[config.mk]
export PLATFORM = sky130hd
export DESIGN_NAME = bounding_box_merge_top
export DESIGN_NICKNAME = d
export VERILOG_FILES = /design/src/sv/bbm_pkg.sv /design/src/sv/bbm_box_ram.sv /design/src/sv/bbm_fold.sv /design/src/sv/bounding_box_merge_top.sv
export SDC_FILE = /design/constraint.sdc
export NUM_CORES = 2
export LEC_CHECK = 0
export ABC_AREA = 1
export BUFFER_PORTS_ARGS = -buffer_cell sky130_fd_sc_hd__buf_2
export CORE_MARGIN = 3
export CORE_UTILIZATION = 50
export DETAILED_ROUTE_END_ITERATION = 10
export GPL_ROUTABILITY_DRIVEN = 0
export PLACE_DENSITY_LB_ADDON = 0.08
export SYNTH_ARGS = -nofsm -noshare
export SYNTH_HDL_FRONTEND = slang
export SYNTH_SLANG_ARGS = --single-unit
[constraint.sdc]
create_clock -name i_clk -period 8.38 [get_ports i_clk]
set_input_delay 0.838 -clock i_clk [delete_from_list [all_inputs] [get_ports i_clk]]
set_output_delay 0.838 -clock i_clk [all_outputs]
set_load 0.005 [all_outputs]
[src/sv/bbm_pkg.sv]
// Shared constants for the bounding box merge block.
`default_nettype none
package bbm_pkg;
    localparam int MAX_BOXES_DEF  = 64;
    localparam int COORD_BITS_DEF = 12;
endpackage
`default_nettype wire

[src/sv/bbm_box_ram.sv]
// Box table memory: one write port, one read port with registered read data.
`default_nettype none
module bbm_box_ram #(
    parameter int DEPTH = bbm_pkg::MAX_BOXES_DEF,
    parameter int WIDTH = 4 * bbm_pkg::COORD_BITS_DEF + 2
) (
    input  wire logic                     i_clk,
    input  wire logic                     i_we,
    input  wire logic [$clog2(DEPTH)-1:0] i_waddr,
    input  wire logic [WIDTH-1:0]         i_wdata,
    input  wire logic                     i_re,
    input  wire logic [$clog2(DEPTH)-1:0] i_raddr,
    output logic      [WIDTH-1:0]         o_rdata
);
    import bbm_pkg::*;

    logic [WIDTH-1:0] r_mem [DEPTH];

    always_ff @(posedge i_clk) begin
        if (i_we) begin
            r_mem[i_waddr] <= i_wdata;
        end
        if (i_re) begin
            o_rdata <= r_mem[i_raddr];
        end
    end
endmodule
`default_nettype wire

[src/sv/bbm_fold.sv]
// Touch test against the original box and union of a candidate into the accumulated box.
`default_nettype none
module bbm_fold #(
    parameter int COORD_BITS = bbm_pkg::COORD_BITS_DEF
) (
    input  wire logic                      i_mode,
    input  wire logic [4*COORD_BITS+1:0]   i_orig,
    input  wire logic [4*COORD_BITS+1:0]   i_acc,
    input  wire logic [4*COORD_BITS+1:0]   i_cand,
    output logic                           o_touch,
    output logic      [4*COORD_BITS+1:0]   o_union
);
    import bbm_pkg::*;

    localparam int CB = COORD_BITS;
    localparam int EB = CB + 2;
    localparam logic [EB-1:0] SIZE_MAX = {1'b0, {(CB + 1){1'b1}}};

    // Entries are packed as {x, y, width, height}.
    function automatic logic [EB-1:0] f_pos(input logic [4*CB+1:0] e, input logic ax);
        f_pos = ax ? {2'b00, e[4*CB+1 -: CB]} : {2'b00, e[3*CB+1 -: CB]};
    endfunction

    function automatic logic [EB-1:0] f_size(input logic [4*CB+1:0] e, input logic ax);
        f_size = ax ? {1'b0, e[2*CB+1 -: CB+1]} : {1'b0, e[CB:0]};
    endfunction

    logic [EB-1:0] ox, oy, bx, by, oxe, oye, bxe, bye;
    logic [EB-1:0] ax_p, ay_p, axe, aye;
    logic [EB-1:0] lo_x, lo_y, hi_x, hi_y, sz_x, sz_y;
    logic          ok_y, ok_x;

    always_comb begin
        ox  = f_pos(i_orig, 1'b1);
        oy  = f_pos(i_orig, 1'b0);
        bx  = f_pos(i_cand, 1'b1);
        by  = f_pos(i_cand, 1'b0);
        oxe = ox + f_size(i_orig, 1'b1);
        oye = oy + f_size(i_orig, 1'b0);
        bxe = bx + f_size(i_cand, 1'b1);
        bye = by + f_size(i_cand, 1'b0);
        ok_y = (oy <= bye) && (by <= oye);
        ok_x = (ox <= bxe) && (bx <= oxe);
        o_touch = ok_y && (i_mode || ok_x);

        ax_p = f_pos(i_acc, 1'b1);
        ay_p = f_pos(i_acc, 1'b0);
        axe  = ax_p + f_size(i_acc, 1'b1);
        aye  = ay_p + f_size(i_acc, 1'b0);
        lo_x = (ax_p < bx) ? ax_p : bx;
        lo_y = (ay_p < by) ? ay_p : by;
        hi_x = (axe > bxe) ? axe : bxe;
        hi_y = (aye > bye) ? aye : bye;
        sz_x = hi_x - lo_x;
        sz_y = hi_y - lo_y;
        if (sz_x > SIZE_MAX) begin
            sz_x = SIZE_MAX;
        end
        if (sz_y > SIZE_MAX) begin
            sz_y = SIZE_MAX;
        end
        o_union = {lo_x[CB-1:0], lo_y[CB-1:0], sz_x[CB:0], sz_y[CB:0]};
    end
endmodule
`default_nettype wire

[src/sv/bounding_box_merge_top.sv]
// Top level of the bounding box merge block: load, merge sequencer and emission.
// Boxes load at one item per cycle while o_in_stall is low; a last item starts the merge, which
// reads and tests each later box of the inner scan (S_RDJ, S_CMPJ) for every outer position, and the
// scan never goes back below a merged position.
// Emission reads each surviving box through the single table read port (S_ERD), then moves it out (S_ELD).
// Reset is synchronous and active low; it empties the list and clears the mode register.
`default_nettype none
module bounding_box_merge_top #(
    parameter int MAX_BOXES  = bbm_pkg::MAX_BOXES_DEF,
    parameter int COORD_BITS = bbm_pkg::COORD_BITS_DEF
) (
    input  wire logic                  i_clk,
    input  wire logic                  i_rst_n,
    input  wire logic                  i_cfg_we,
    input  wire logic                  i_cfg_data,
    input  wire logic                  i_in_valid,
    output logic                       o_in_stall,
    input  wire logic [COORD_BITS-1:0] i_box_x,
    input  wire logic [COORD_BITS-1:0] i_box_y,
    input  wire logic [COORD_BITS:0]   i_box_width,
    input  wire logic [COORD_BITS:0]   i_box_height,
    input  wire logic                  i_last_box,
    output logic                       o_out_valid,
    input  wire logic                  i_out_stall,
    output logic      [COORD_BITS-1:0] o_out_x,
    output logic      [COORD_BITS-1:0] o_out_y,
    output logic      [COORD_BITS:0]   o_out_width,
    output logic      [COORD_BITS:0]   o_out_height,
    output logic                       o_out_last,
    output logic                       o_dropped
);
    import bbm_pkg::*;

    localparam int CB = COORD_BITS;
    localparam int EW = 4 * CB + 2;
    localparam int AW = $clog2(MAX_BOXES);
    localparam int CW = $clog2(MAX_BOXES + 1);
    localparam logic [CW-1:0] CAP = CW'(MAX_BOXES);
    localparam logic [CW-1:0] ONE = CW'(1);

    // One-hot sequencer states.
    typedef enum logic [7:0] {
        S_IDLE = 8'b0000_0001,  // taking boxes
        S_RDI  = 8'b0000_0010,  // read the box at the scan position
        S_LDI  = 8'b0000_0100,  // capture it as the original rectangle
        S_RDJ  = 8'b0000_1000,  // read a later box
        S_CMPJ = 8'b0001_0000,  // test, fold or compact it
        S_WRI  = 8'b0010_0000,  // write back the union at the end of a pass
        S_ERD  = 8'b0100_0000,  // read a surviving box
        S_ELD  = 8'b1000_0000   // move it into the output register
    } t_state;

    t_state        r_state;
    logic [CW-1:0] r_cnt, r_i, r_j, r_k, r_e;
    logic          r_ovf, r_mode, r_mode_act, r_hit;
    logic [EW-1:0] r_orig, r_acc;

    logic          ram_we, ram_re;
    logic [AW-1:0] ram_waddr, ram_raddr;
    logic [EW-1:0] ram_wdata, ram_rdata, fold_union;
    logic          fold_touch, in_acc, out_free;

    assign in_acc     = i_in_valid && (r_state == S_IDLE);
    assign o_in_stall = (r_state != S_IDLE);
    assign out_free   = !o_out_valid || !i_out_stall;

    bbm_box_ram #(.DEPTH(MAX_BOXES), .WIDTH(EW)) u_ram (
        .i_clk  (i_clk),
        .i_we   (ram_we),
        .i_waddr(ram_waddr),
        .i_wdata(ram_wdata),
        .i_re   (ram_re),
        .i_raddr(ram_raddr),
        .o_rdata(ram_rdata)
    );

    bbm_fold #(.COORD_BITS(CB)) u_fold (
        .i_mode (r_mode_act),
        .i_orig (r_orig),
        .i_acc  (r_acc),
        .i_cand (ram_rdata),
        .o_touch(fold_touch),
        .o_union(fold_union)
    );

    // Table port selection. Compaction writes go to a slot at or below the box just read,
    // and every read is issued in a later cycle than any write it could depend on.
    always_comb begin
        ram_we    = 1'b0;
        ram_waddr = r_cnt[AW-1:0];
        ram_wdata = {i_box_x, i_box_y, i_box_width, i_box_height};
        ram_re    = 1'b0;
        ram_raddr = r_i[AW-1:0];
        unique case (r_state)
            S_IDLE: begin
                ram_we = in_acc && (r_cnt < CAP);
            end
            S_RDI: begin
                ram_re = 1'b1;
            end
            S_RDJ: begin
                ram_re    = 1'b1;
                ram_raddr = r_j[AW-1:0];
            end
            S_CMPJ: begin
                ram_we    = !fold_touch;
                ram_waddr = r_k[AW-1:0];
                ram_wdata = ram_rdata;
            end
            S_WRI: begin
                ram_we    = r_hit;
                ram_waddr = r_i[AW-1:0];
                ram_wdata = r_acc;
            end
            S_ERD: begin
                ram_re    = 1'b1;
                ram_raddr = r_e[AW-1:0];
            end
            S_LDI, S_ELD: begin
            end
            default: begin
            end
        endcase
    end

    always_ff @(posedge i_clk) begin
        if (!i_rst_n) begin
            r_state     <= S_IDLE;
            r_cnt       <= '0;
            r_i         <= '0;
            r_j         <= '0;
            r_k         <= '0;
            r_e         <= '0;
            r_ovf       <= 1'b0;
            r_mode      <= 1'b0;
            r_mode_act  <= 1'b0;
            r_hit       <= 1'b0;
            o_out_valid <= 1'b0;
        end else begin
            if (i_cfg_we) begin
                r_mode <= i_cfg_data;
            end
            // In S_ELD the output register is reloaded below whenever it is taken.
            if (o_out_valid && !i_out_stall && (r_state != S_ELD)) begin
                o_out_valid <= 1'b0;
            end
            unique case (r_state)
                S_IDLE: begin
                    if (in_acc) begin
                        if (r_cnt < CAP) begin
                            r_cnt <= r_cnt + ONE;
                        end else begin
                            r_ovf <= 1'b1;
                        end
                        if (i_last_box) begin
                            r_mode_act <= r_mode;
                            r_i        <= '0;
                            r_state    <= S_RDI;
                        end
                    end
                end
                S_RDI: begin
                    // Nothing left to pair with: the list is final.
                    if (r_i + ONE >= r_cnt) begin
                        r_e     <= '0;
                        r_state <= S_ERD;
                    end else begin
                        r_state <= S_LDI;
                    end
                end
                S_LDI: begin
                    r_orig  <= ram_rdata;
                    r_acc   <= ram_rdata;
                    r_j     <= r_i + ONE;
                    r_k     <= r_i + ONE;
                    r_hit   <= 1'b0;
                    r_state <= S_RDJ;
                end
                S_RDJ: begin
                    r_state <= S_CMPJ;
                end
                S_CMPJ: begin
                    if (fold_touch) begin
                        r_acc <= fold_union;
                        r_hit <= 1'b1;
                    end else begin
                        r_k <= r_k + ONE;
                    end
                    r_j     <= r_j + ONE;
                    r_state <= (r_j + ONE == r_cnt) ? S_WRI : S_RDJ;
                end
                S_WRI: begin
                    // After a merge the scan resumes at the same position.
                    if (r_hit) begin
                        r_cnt <= r_k;
                    end else begin
                        r_i <= r_i + ONE;
                    end
                    r_state <= S_RDI;
                end
                S_ERD: begin
                    r_state <= S_ELD;
                end
                S_ELD: begin
                    if (out_free) begin
                        o_out_valid <= 1'b1;
                        if (r_e + ONE == r_cnt) begin
                            r_cnt   <= '0;
                            r_ovf   <= 1'b0;
                            r_state <= S_IDLE;
                        end else begin
                            r_state <= S_ERD;
                        end
                        r_e <= r_e + ONE;
                    end
                end
                default: begin
                    r_state <= S_IDLE;
                end
            endcase
        end
    end

    // Output payload register.
    always_ff @(posedge i_clk) begin
        if (r_state == S_ELD && out_free) begin
            o_out_x      <= ram_rdata[4*CB+1 -: CB];
            o_out_y      <= ram_rdata[3*CB+1 -: CB];
            o_out_width  <= ram_rdata[2*CB+1 -: CB+1];
            o_out_height <= ram_rdata[CB:0];
            o_out_last   <= (r_e + ONE == r_cnt);
            o_dropped    <= r_ovf;
        end
    end

    a_cnt_cap: assert property (@(posedge i_clk) disable iff (!i_rst_n)
        r_cnt <= CAP) else $error("box count above capacity");

    a_compact: assert property (@(posedge i_clk) disable iff (!i_rst_n)
        (r_state == S_CMPJ) |-> (r_k <= r_j && r_j < r_cnt))
        else $error("compaction slot or scan index out of order");

    a_wri_next: assert property (@(posedge i_clk) disable iff (!i_rst_n)
        (r_state == S_WRI) |=> (r_state == S_RDI))
        else $error("pass end did not restart the scan");

    a_shrink: assert property (@(posedge i_clk) disable iff (!i_rst_n)
        (r_state == S_WRI && r_hit) |=> (r_cnt < $past(r_cnt)))
        else $error("merge did not shrink the list");
endmodule
`default_nettype wire
==> flow_metrics.env <==
export IMPL_synth_top_area_frac=0.708
export IMPL_finalSetupTns_ns=0
export IMPL_dp_hpwl_mm=260
export IMPL_cp_arrival_ns=7.47
export IMPL_finalSetupViolCount=0
export IMPL_antenna_left=0
export IMPL_cp_slowest_cell="edfxtp_1"
export IMPL_grt_overflow=0
export IMPL_die_h_um=543
export IMPL_multi_input_area_sq_mm=0.0375
export IMPL_die_x_um=543
export IMPL_critPathMaxFanout=18
export IMPL_ys_flop_type="edfxtp_1"
export IMPL_tritoncts="built"
export IMPL_status="complete, no violations"
export IMPL_fmax_ghz=0.148
export IMPL_drc=0
export IMPL_fin_crit_ns=6.76
export IMPL_synthArstFlopShare=0
export IMPL_synth_enable_flop_cells=3402
export IMPL_nFillCells=23444
export IMPL_syn_to_final_growth_pct=11.5
export IMPL_max_slew_margin=0.119
export IMPL_drive_gt1_frac=0.0779
export IMPL_cts_buffers=359
export IMPL_final_hold_violation_count=0
export IMPL_tightest_slew_ns=1.32
export IMPL_synth_largest_area_cell="edfxtp_1"
export IMPL_reg2regPathDepth=33
export IMPL_synthTopCellsByArea="edfxtp_1, nand2_1, o21ai_0"
export IMPL_rsz0062_at_grt="false"
export IMPL_critPathMaxStageDelay_ns=0.51
export IMPL_clk_pin_slew_ns=0.07
export IMPL_irDropWorstVdd_mv=0.184
export IMPL_grt_pass1_wl_mm=675
export IMPL_drv_cap=0
export IMPL_netlist_instances=12086
export IMPL_synth_most_common_cell="edfxtp_1"
export IMPL_end_kind="flop"
export IMPL_layout_nets=12324
export IMPL_powerDensity_mw_per_mm2=227
export IMPL_syn_area_sq_mm=0.144
export IMPL_portBuffers=110
export IMPL_critical_path_most_common_cell="nand2_1"
export IMPL_antenna_found_initial=27
export IMPL_cts_buffer_depth=4
export IMPL_syn_nets=12355
export IMPL_fp_coreArea_sq_mm=0.286
export IMPL_synth_common_cells="edfxtp_1, nand2_1, nor2_1"
export IMPL_ys_types=53
export IMPL_hold_buffers=0
export IMPL_placed_area_sq_mm=0.150
export IMPL_syn_area_per_cell_sq_um=11.9
export IMPL_grt_max_degree=220
export IMPL_drv_slew=0
export IMPL_fin_crit_sh=0.806
export IMPL_cts_sinks=3450
export IMPL_leakagePower_nw=55.0
export IMPL_top_level_ports=111
export IMPL_num_vias=100602
export IMPL_track_usage=0.312
export IMPL_required_ns=9.09
export IMPL_htreeDepth=5
export IMPL_grt_pass1_vias=95449
export IMPL_rows=196
export IMPL_dieArea_sq_mm=0.295
export IMPL_ys_seq_elements=3450
export IMPL_design_area_sq_mm=0.161
export IMPL_post_place_ws_ns=1.82
export IMPL_hp_class="primary input to flop"
export IMPL_viasPerCell=6.24
export IMPL_whs_path_depth=2
export IMPL_yosysWarningCount=0
export IMPL_setup_ws_ns=1.62
export IMPL_drt_iter0_drc=13071
export IMPL_floorplan_initialDensity=0.504
export IMPL_startpoint_type="flop"
export IMPL_skew_ns=0.0565
export IMPL_clock_latency_ns=0.95
export IMPL_dr_pass1_iters=8
export IMPL_cts_resized=0
export IMPL_postCtsSetupRepairBufs=0
export IMPL_routedWlPerCell_um=29.2
export IMPL_root_buffer="clkbuf_16"
export IMPL_wirelength_mm=471
export IMPL_seq_area_frac_synth=0.714
export IMPL_critPathKind="flop to flop"
export IMPL_total_power_mw=36.5
export IMPL_seq_area_sq_mm=0.103
==> through the flow <==
step | hold slack, ns | util | std cells
2_1_floorplan | 0.403 | - | 12086
3_3_place_gp | 0.412 | 0.523 | 15456
3_5_place_dp | 0.415 | 0.523 | 15456
4_1_cts | 0.0300 | 0.562 | 16102
5_1_grt | 0.0846 | 0.562 | 16106
6_report | 0.0898 | 0.562 | 16111
==> report_power, final <==
part           internal, mW  switching [mW]
Sequential             19.2          0.0887
Clock                  8.88            6.67
Combinational         0.368            1.34
Total                  28.4            8.11
==> flip-flops by register name, indices dropped and copies added (netlist names) <==
name	flops
r_orig	50
r_i	7
r_hit	1
r_j	7
o_out_valid	1
u_ram.o_rdata	50
o_out_height	13
o_out_width	13
u_ram.r_mem	3200
r_mode	1
o_out_y	12
o_out_last	1
r_ovf	1
r_acc	50
r_k	7
r_cnt	7
o_out_x	12
o_dropped	1
r_e	7
r_mode_act	1
r_state	8
==> logic make-up (layout without fill, tap and decap cells) <==
logic type,count (synthesis),after routing,share of synthesized area
other cells,0,9,0
fa+ha+maj,212,212,0.0188
xor+xnor,81,81,0.00491
buf+inv,1063,1317,0.0308
compound gates,2838,2838,0.110
flops,3450,3450,0.714
simple gates,4442,4442,0.122
==> final timing paths <==
check	end	slack [ns]	start
setup / recovery	r_acc[21]$_DFFE_PP_	1.62	u_ram.o_rdata[40]$_DFFE_PP_
hold / removal	r_mode$_SDFFE_PN0P_	0.09	i_cfg_we
setup reg to reg	r_acc[21]$_DFFE_PP_	1.62	u_ram.o_rdata[40]$_DFFE_PP_
hold reg to reg	o_dropped$_DFFE_PP_	0.43	r_ovf$_SDFFE_PN0P_
==> cells in the final DEF (no fill, tap or decap), types with 86 or more instances in the layout <==
master / count
buf_2: 110
inv_1: 299
clkbuf_16: 367
a21oi_1: 162
o22ai_1: 711
o21ai_1: 298
clkbuf_1: 86
buf_4: 198
ha_1: 204
o221ai_1: 91
o21ai_0: 1425
nand2_1: 2050
edfxtp_1: 3402
nand3_1: 473
nor2_1: 1731
==> critical path, delay by kind of cell (launching register included) <==
kind                       cells  cell delay, ns
AOI/OAI and AO/OA              7            1.79
xor gates and xnor gates       1            0.18
adders and majority gates      3            1.02
buffers and inverters          2            0.46
DFF                            1            0.51
and+or+nand+nor               20            2.54
==> metal layers <==
metal | track usage | part of all wire
met2 | 0.485 | 0.45
met4 | 0.104 | 0.036
met1 | 0.442 | 0.41
met3 | 0.0616 | 0.10
met5 | 0 | 0.00022
==> cell type report <==
class | count | share of cell area
timing repair buffer | 359 | 0.0190
tap | 3762 | 0.0293
multi-input combinational | 7573 | 0.233
antenna | 9 | 0.000140
clock inverter | 191 | 0.0108
sequential | 3450 | 0.641
inverter | 312 | 0.00759
clock buffer | 455 | 0.0592
(Power assumes the default switching activity.)
